### src/hdl/wnp_pkg.sv
package wnp_pkg;

  localparam int X_W       = 13;
  localparam int DIM_REG_W = 14;
  localparam int SEED_W    = 32;
  localparam int CS_W      = 7;
  localparam int CSQ_W     = 2 * CS_W;
  localparam int M_W       = CSQ_W + 1;
  localparam int CXC_W     = X_W + 2;
  localparam int CXCS_W    = CXC_W + CS_W + 1;
  localparam int HASH_W    = 32;
  localparam int OFF_W     = CS_W + 2;
  localparam int DIST_W    = 2 * OFF_W - 1;
  localparam int VAL_W     = 15;
  localparam int SCALE_W   = 2 * VAL_W;
  localparam int CFG_IDX_W = 2;
  localparam int CFG_DAT_W = 32;
  localparam int NCOL      = 3;
  localparam int NCELL     = 9;

  localparam int MAX_DIM_DEF    = 8192;
  localparam int STEPS_PER_STG  = 4;

  localparam logic [HASH_W-1:0] HASH_MUL_X = 32'd374761393;
  localparam logic [HASH_W-1:0] HASH_MUL_Y = 32'd668265263;
  localparam logic [HASH_W-1:0] HASH_MUL_F = 32'd1274126177;
  localparam int                HASH_SHIFT = 13;
  localparam logic [VAL_W-1:0]  FULL_SCALE = 15'h7FFF;

  localparam logic [DIM_REG_W-1:0] RST_WIDTH  = 14'd1;
  localparam logic [DIM_REG_W-1:0] RST_HEIGHT = 14'd1;
  localparam logic [SEED_W-1:0]    RST_SEED   = 32'd0;
  localparam logic [CS_W-1:0]      RST_CELL   = 7'd25;

  typedef enum logic [CFG_IDX_W-1:0] {
    REG_IMAGE_WIDTH,
    REG_IMAGE_HEIGHT,
    REG_NOISE_SEED,
    REG_CELL_SIZE
  } cfg_reg_t;

  typedef struct packed {
    logic [X_W-1:0] x;
    logic [X_W-1:0] y;
  } pix_ctx_t;

  typedef struct packed {
    logic [X_W-1:0]                   x;
    logic [X_W-1:0]                   y;
    logic [NCOL-1:0][CXCS_W-1:0]      cxcs;
    logic [NCOL-1:0][CXCS_W-1:0]      cycs;
    logic [NCELL-1:0]                 cvld;
    logic                             in_img;
  } cell_ctx_t;

  typedef struct packed {
    logic in_img;
    logic far;
  } fin_ctx_t;

endpackage

### src/hdl/wnp_div.sv
module wnp_div
  import wnp_pkg::*;
#(
  parameter int NUM_W  = 13,
  parameter int DEN_W  = 7,
  parameter int LANES  = 1,
  parameter int SIDE_W = 1,
  parameter int SPS    = STEPS_PER_STG
) (
  input  logic              clk,
  input  logic              rst_n,
  input  logic              en,
  input  logic              in_valid,
  input  logic [NUM_W-1:0]  in_num [LANES],
  input  logic [DEN_W-1:0]  in_den,
  input  logic [SIDE_W-1:0] in_side,
  output logic              out_valid,
  output logic [NUM_W-1:0]  out_quo [LANES],
  output logic [DEN_W-1:0]  out_rem [LANES],
  output logic [SIDE_W-1:0] out_side
);

  localparam int NS = (NUM_W + SPS - 1) / SPS;

  logic              vld_r  [NS];
  logic [SIDE_W-1:0] side_r [NS];
  logic [NUM_W-1:0]  num_r  [NS][LANES];
  logic [DEN_W-1:0]  rem_r  [NS][LANES];

  for (genvar k = 0; k < NS; k++) begin : g_stg
    logic              v_src;
    logic [SIDE_W-1:0] s_src;
    logic [NUM_W-1:0]  n_src   [LANES];
    logic [DEN_W-1:0]  r_src   [LANES];
    logic [NUM_W-1:0]  num_nxt [LANES];
    logic [DEN_W-1:0]  rem_nxt [LANES];

    if (k == 0) begin : g_first
      always_comb begin
        v_src = in_valid;
        s_src = in_side;
        for (int l = 0; l < LANES; l++) begin
          n_src[l] = in_num[l];
          r_src[l] = '0;
        end
      end
    end else begin : g_next
      always_comb begin
        v_src = vld_r[k-1];
        s_src = side_r[k-1];
        for (int l = 0; l < LANES; l++) begin
          n_src[l] = num_r[k-1][l];
          r_src[l] = rem_r[k-1][l];
        end
      end
    end

    always_comb begin
      logic [DEN_W:0]   t;
      logic [NUM_W-1:0] n;
      logic [DEN_W-1:0] r;
      for (int l = 0; l < LANES; l++) begin
        n = n_src[l];
        r = r_src[l];
        for (int j = 0; j < SPS; j++) begin
          if (k * SPS + j < NUM_W) begin
            t = {r, n[NUM_W-1]};
            if (t >= {1'b0, in_den}) begin
              t = t - {1'b0, in_den};
              n = {n[NUM_W-2:0], 1'b1};
            end else begin
              n = {n[NUM_W-2:0], 1'b0};
            end
            r = t[DEN_W-1:0];
          end
        end
        num_nxt[l] = n;
        rem_nxt[l] = r;
      end
    end

    always_ff @(posedge clk) begin
      if (!rst_n) begin
        vld_r[k] <= 1'b0;
      end else if (en) begin
        vld_r[k] <= v_src;
      end
    end

    always_ff @(posedge clk) begin
      if (en) begin
        side_r[k] <= s_src;
        for (int l = 0; l < LANES; l++) begin
          num_r[k][l] <= num_nxt[l];
          rem_r[k][l] <= rem_nxt[l];
        end
      end
    end
  end

  assign out_valid = vld_r[NS-1];
  assign out_side  = side_r[NS-1];

  always_comb begin
    for (int l = 0; l < LANES; l++) begin
      out_quo[l] = num_r[NS-1][l];
      out_rem[l] = rem_r[NS-1][l];
    end
  end

endmodule

### config.mk
export PLATFORM = sky130hd
export DESIGN_NAME = wnp_div
export DESIGN_NICKNAME = d
export VERILOG_FILES = /design/src/hdl/wnp_pkg.sv /design/src/hdl/wnp_div.sv
export SDC_FILE = /design/constraint.sdc
export NUM_CORES = 1
export LEC_CHECK = 0
export BUFFER_PORTS_ARGS = -buffer_cell sky130_fd_sc_hd__buf_2
export CAP_MARGIN = 20
export CORE_ASPECT_RATIO = 0.5
export CORE_MARGIN = 2
export CORE_UTILIZATION = 60
export DETAILED_ROUTE_END_ITERATION = 12
export HOLD_SLACK_MARGIN = 0.02
export PLACE_DENSITY = 0.84
export SLEW_MARGIN = 20
export SYNTH_ARGS = -nofsm -noshare
export SYNTH_HDL_FRONTEND = slang
export SYNTH_SLANG_ARGS = --single-unit
### constraint.sdc
create_clock -name clk -period 10.09 [get_ports clk]
set_input_delay 1.009 -clock clk [delete_from_list [all_inputs] [get_ports clk]]
set_output_delay 1.009 -clock clk [all_outputs]
set_load 0.02 [all_outputs]
== Yosys cells after proc, flatten, opt, wreduce, memory -nomap -nowiden ==
Memories as Yosys holds them, arrays and structs flattened.
Index checks and enable logic that the tools add are counted.
Storage, ports and cells
  register bits after elaboration: 0
  bits in writable memories: 88
  output and inout port bits: 22
  word-level logic and storage cells: 69
  memories: 4
Memories
  num_r: depth 4, bits a word 13, rd ports 4, clocked after Yosys merged registers in 0, wr ports 4, RTL line wnp_div.sv:27  | logic [NUM_W-1:0] num_r [NS][LANES];
  rem_r: depth 4, bits a word 7, rd ports 4, clocked after Yosys merged registers in 0, wr ports 4, RTL line wnp_div.sv:28  | logic [DEN_W-1:0] rem_r [NS][LANES];
  side_r: depth 4, bits a word 1, rd ports 4, clocked after Yosys merged registers in 0, wr ports 4, RTL line wnp_div.sv:26  | logic [SIDE_W-1:0] side_r [NS];
  vld_r: depth 4, bits a word 1, rd ports 4, clocked after Yosys merged registers in 0, wr ports 4, RTL line wnp_div.sv:25  | logic vld_r [NS];
Cells by class
  add/subtract/negate cells: 13
  magnitude comparators: 13
  multiplexer cells: 35
  bitwise operators: 4
Operator list (number)
  $ge A8 B7 Y1: 12
  $mux W7: 13
  $sub A7 B7 Y7: 12
  $mux W1: 22
  $ge A1 B7 Y1: 1
  $sub A1 B7 Y7: 1
  $or A1 B1 Y1: 4

== Longest topological paths before layout ==
An unclocked memory read counts as a cell.
  word-level depth: 9
  gate-level depth with buffers: 39
  gate-level depth less buffers: 38

== Worst setup path after synthesis ==
OpenSTA, ideal clock, no wires.
  kind: input-to-reg
  start: input port in_den[1]
  end: memory rem_r[2][1] (netlist bit) (data pin)
  setup time: 0.261 ns
  data arrival time: 8.138 ns
  data required time: 9.829 ns
  setup slack: 1.692 ns
  stages: 31
  cells stage by stage: inv_1 > fa_1 > a211o_1 > a211oi_2 > or2_2 > and2_4 > inv_2 > mux2_2 > ha_1 > nor2b_1 > o31a_1 > o41a_1 > a311oi_4 > nor2b_1 > a21oi_1 > inv_1 > fa_1 > nor2b_1 > o21ai_0 > a31oi_1 > a211oi_1 > mux2i_1 > buf_2 > mux2_2 > ha_1 > and3_1 > a311oi_1 > a31oi_1 > a21o_1 > buf_6 > a221o_1
RTL lines
  from (decl): RTL line wnp_div.sv:15  | input logic [DEN_W-1:0] in_den,
  to (decl): RTL line wnp_div.sv:28

==> implementation parameters <==
Parameter                              Value

Routing
  Iter 0 DRT Violations ... 466
  Antenna Violating Nets Remaining ... 0
  Drt pass-1 iters ... 7
  Via Count ... 5692
  Wire per inst ... 17.5 um
  Detailed-route DRC error count ... 0
  Final WL ... 16300 um
  Vias per cell ... 6.09

Finish
  Count of antenna diodes in the layout ... 0
  Most frequent standard cell in the layout excluding fill and tap cells ... edfxtp_1
  Share of layout cells above drive strength 1 ... 13.4%
  Synth-to-layout area growth ... 11.0%
  Fillers ... 889
  Final #Nets ... 887
  Area of the multi-input gates ... 4310 sq um
  Most frequent cells in the layout ... edfxtp_1 (87), ha_1 (86), inv_1 (64)
  Final cell utilization of the core ... 68.1%
  Storage element area ... 2630 sq um

GRT
  GR Util All Layers ... 26.0%
  Global-route wire length before repair ... 26600 um
  Total grt overflow ... 0
  Maximum number of pins on one net before global-route repair ... 69
  Number of global-route vias before repair ... 5515
  Number of antenna violations at the first check in global routing ... 0

Run status
  Status ... complete, no violations

STA
  Max-Slew Margin vs Limit ... 37.7%
  Pin slew with the least headroom to its limit ... 931 ps
  Number of max-slew violations in the final report ... 0
  Tcrit/Tclk final ... 92.2%
  Final clock skew ... 7.13 ps
  Unrepaired setup endpoints after global routing ... false
  Clock period minus worst slack ... 9310 ps
  Final TNS setup ... 0 ps
  Number of setup violations in the final report ... 0
  Number of hold violations in the final report ... 0
  Max Clk Rate ... 107 MHz

Clock tree
  Insertion delay of the later-clocked pin in the worst-skew pair ... 350 ps
  Clock sink count ... 88
  Cell chosen for the clock root ... clkbuf_16
  Number of clock buffers inserted by TritonCTS ... 9
  Post-CTS Setup Repair Bufs ... 0
  Clock tree from TritonCTS ... built
  H-tree level count ... 3
  Cts-stage hold buffer count ... 0
  Bufs on Longest Clock Path ... 2
  Clock-pin transition on the worst setup and hold timing paths ... 70 ps
  Count of cells resized by post-cts repair ... 0

Synthesis
  Mapped Avg Cell Area ... 10.3 sq um
  Yosys cell types ... 63
  Sequential area share after synthesis ... 36.5%
  Synth Warn # ... 0
  Fraction of registers with async set/reset ... 0%
  Mapped Cells ... 702
  Number of nets produced by synthesis ... 825
  FF+latch count, synth ... 88
  Syn Std Cell Area ... 7220 sq um
  Top FF cell, synth ... edfxtp_1
  Number of enable flip-flop cells after synthesis ... 87

Floorplanning
  Initial standard-cell utilization of the core ... 61.3%
  Full die area ... 13000 sq um
  Number of core rows ... 28
  Ports placed on the boundary ... 47
  Core area ... 11800 sq um
  Y dimension of the die ... 81.6 um
  Die width ... 159 um

Critical path
  Startpoint kind of the worst setup timing path ... input port
  Slowest Stage Delay on Critical Path ... 530 ps
  Reg2Reg Setup Slack ... 1370 ps
  Cell with the largest stage delay on the worst path ... a311oi_4
  Critical Path Fanout Max ... 15
  Critical path start-end classification ... in -> reg
  Kind of end point of the critical path ... register
  Buf+Inv Stages, Crit Path ... 7
  CP delay by family, top ... compound AO/OA/AOI/OAI gates
  Crit path required time ... 10180 ps
  Data arrival time at the worst-slack endpoint ... 9400 ps

Hold path
  Classification of the worst-slack hold path ... reg -> reg

Placed design
  Buffers on Ports ... 46
  Routability cong. ... 0.974
  Post-DP HPWL ... 12100 um

Run
  # Max-Cap Violations ... 0
stage by stage:
| stage | hold WS, ps | instances | cell area, sq um | worst slack, ps |
|---|---|---|---|---|
| 2_1_floorplan | 400 | 702 | 7220 | 1690 |
| 3_3_place_gp | 401 | 918 | 7710 | 947 |
| 3_5_place_dp | 405 | 918 | 7710 | 675 |
| 4_1_cts | 415 | 934 | 8010 | 983 |
| 5_1_grt | 425 | 934 | 8010 | 353 |
| 6_report | 417 | 934 | 8010 | 784 |
area by class of cell:
class,instances,share of cell area [%]
Inverter,66,3.09
Clock buffer,9,2.81
Sequential cell,88,32.9
Clock inverter,7,0.968
Tap cell,165,2.58
Timing Repair Buffer,57,3.94
Multi-Input combinational cell,542,53.8
state kept, by name, summed over array words and instances (netlist names):
register and flops:
num_r 52, rem_r 28, side_r 4, vld_r 4
synthesized netlist by cell type (5+ instances only):
cell type,instances,area share [%]
edfxtp_1,87,36
nor3_1,11,0.76
o21ai_0,38,2.6
nand3b_1,5,0.52
a211oi_1,8,0.83
nand4_1,8,0.69
nand3_1,9,0.62
nor2_1,45,2.3
mux2_2,18,2.8
xnor2_1,20,2.4
a221o_1,6,0.83
o21bai_1,6,0.62
a21o_1,20,2.1
nand2_1,32,1.7
a311oi_1,5,0.61
mux2i_1,18,2.5
a21oi_1,34,2.4
or3_1,8,0.69
o211ai_1,5,0.52
or2_2,5,0.43
o31a_1,6,0.73
fa_1,12,3.3
inv_1,64,3.3
nand2b_1,9,0.78
xor2_1,16,1.9
o21a_1,21,2.2
and3_1,11,0.95
nor2b_1,27,2.3
o221ai_1,6,0.73
ha_1,86,15
worst paths after layout:
| check | start | to | depth (start not counted) |
|---|---|---|---|
| max | in_den[0] | rem_r[2][3]$_DFFE_PP_ | 36 |
| min | num_r[1][1]$_DFFE_PP_ | num_r[2][5]$_DFFE_PP_ | 0 |
| max reg2reg | num_r[0][12]$_DFFE_PP_ | rem_r[1][3]$_DFFE_PP_ | 32 |
| min reg2reg | num_r[1][1]$_DFFE_PP_ | num_r[2][5]$_DFFE_PP_ | 0 |
worst register-to-register path, delay by kind of cell (launching register included):
family	cells	cell delay [ps]
DFF	1	390
muxes	2	460
buffers and inverters	4	390
adders and majority gates	5	1630
AOI/OAI and AO/OA	15	4530
and+or+nand+nor	6	1020
per-layer routing:
metal	vias to the layer above	GRT usage, %	wire length [um]	part of all wire (%)
met5	-	0	0	0
met4	0	10.0	391	2.4
met3	45	4.75	1050	6.4
met2	220	45.8	7780	48
met1	2684	32.8	7120	44
li1	2743	-	-	-
logic make-up after synthesis:
kind of cell,Yosys count,share of synthesized area [%]
compound gates,187,18.2
xor+xnor,36,4.37
fa+ha+maj,98,18.2
buf+inv,72,3.88
flops,88,36.5
mux,39,5.77
simple gates,182,13.1
Power is not shown: default switching activity piles up to over one toggle a cycle in this logic, so the estimate is an artifact.
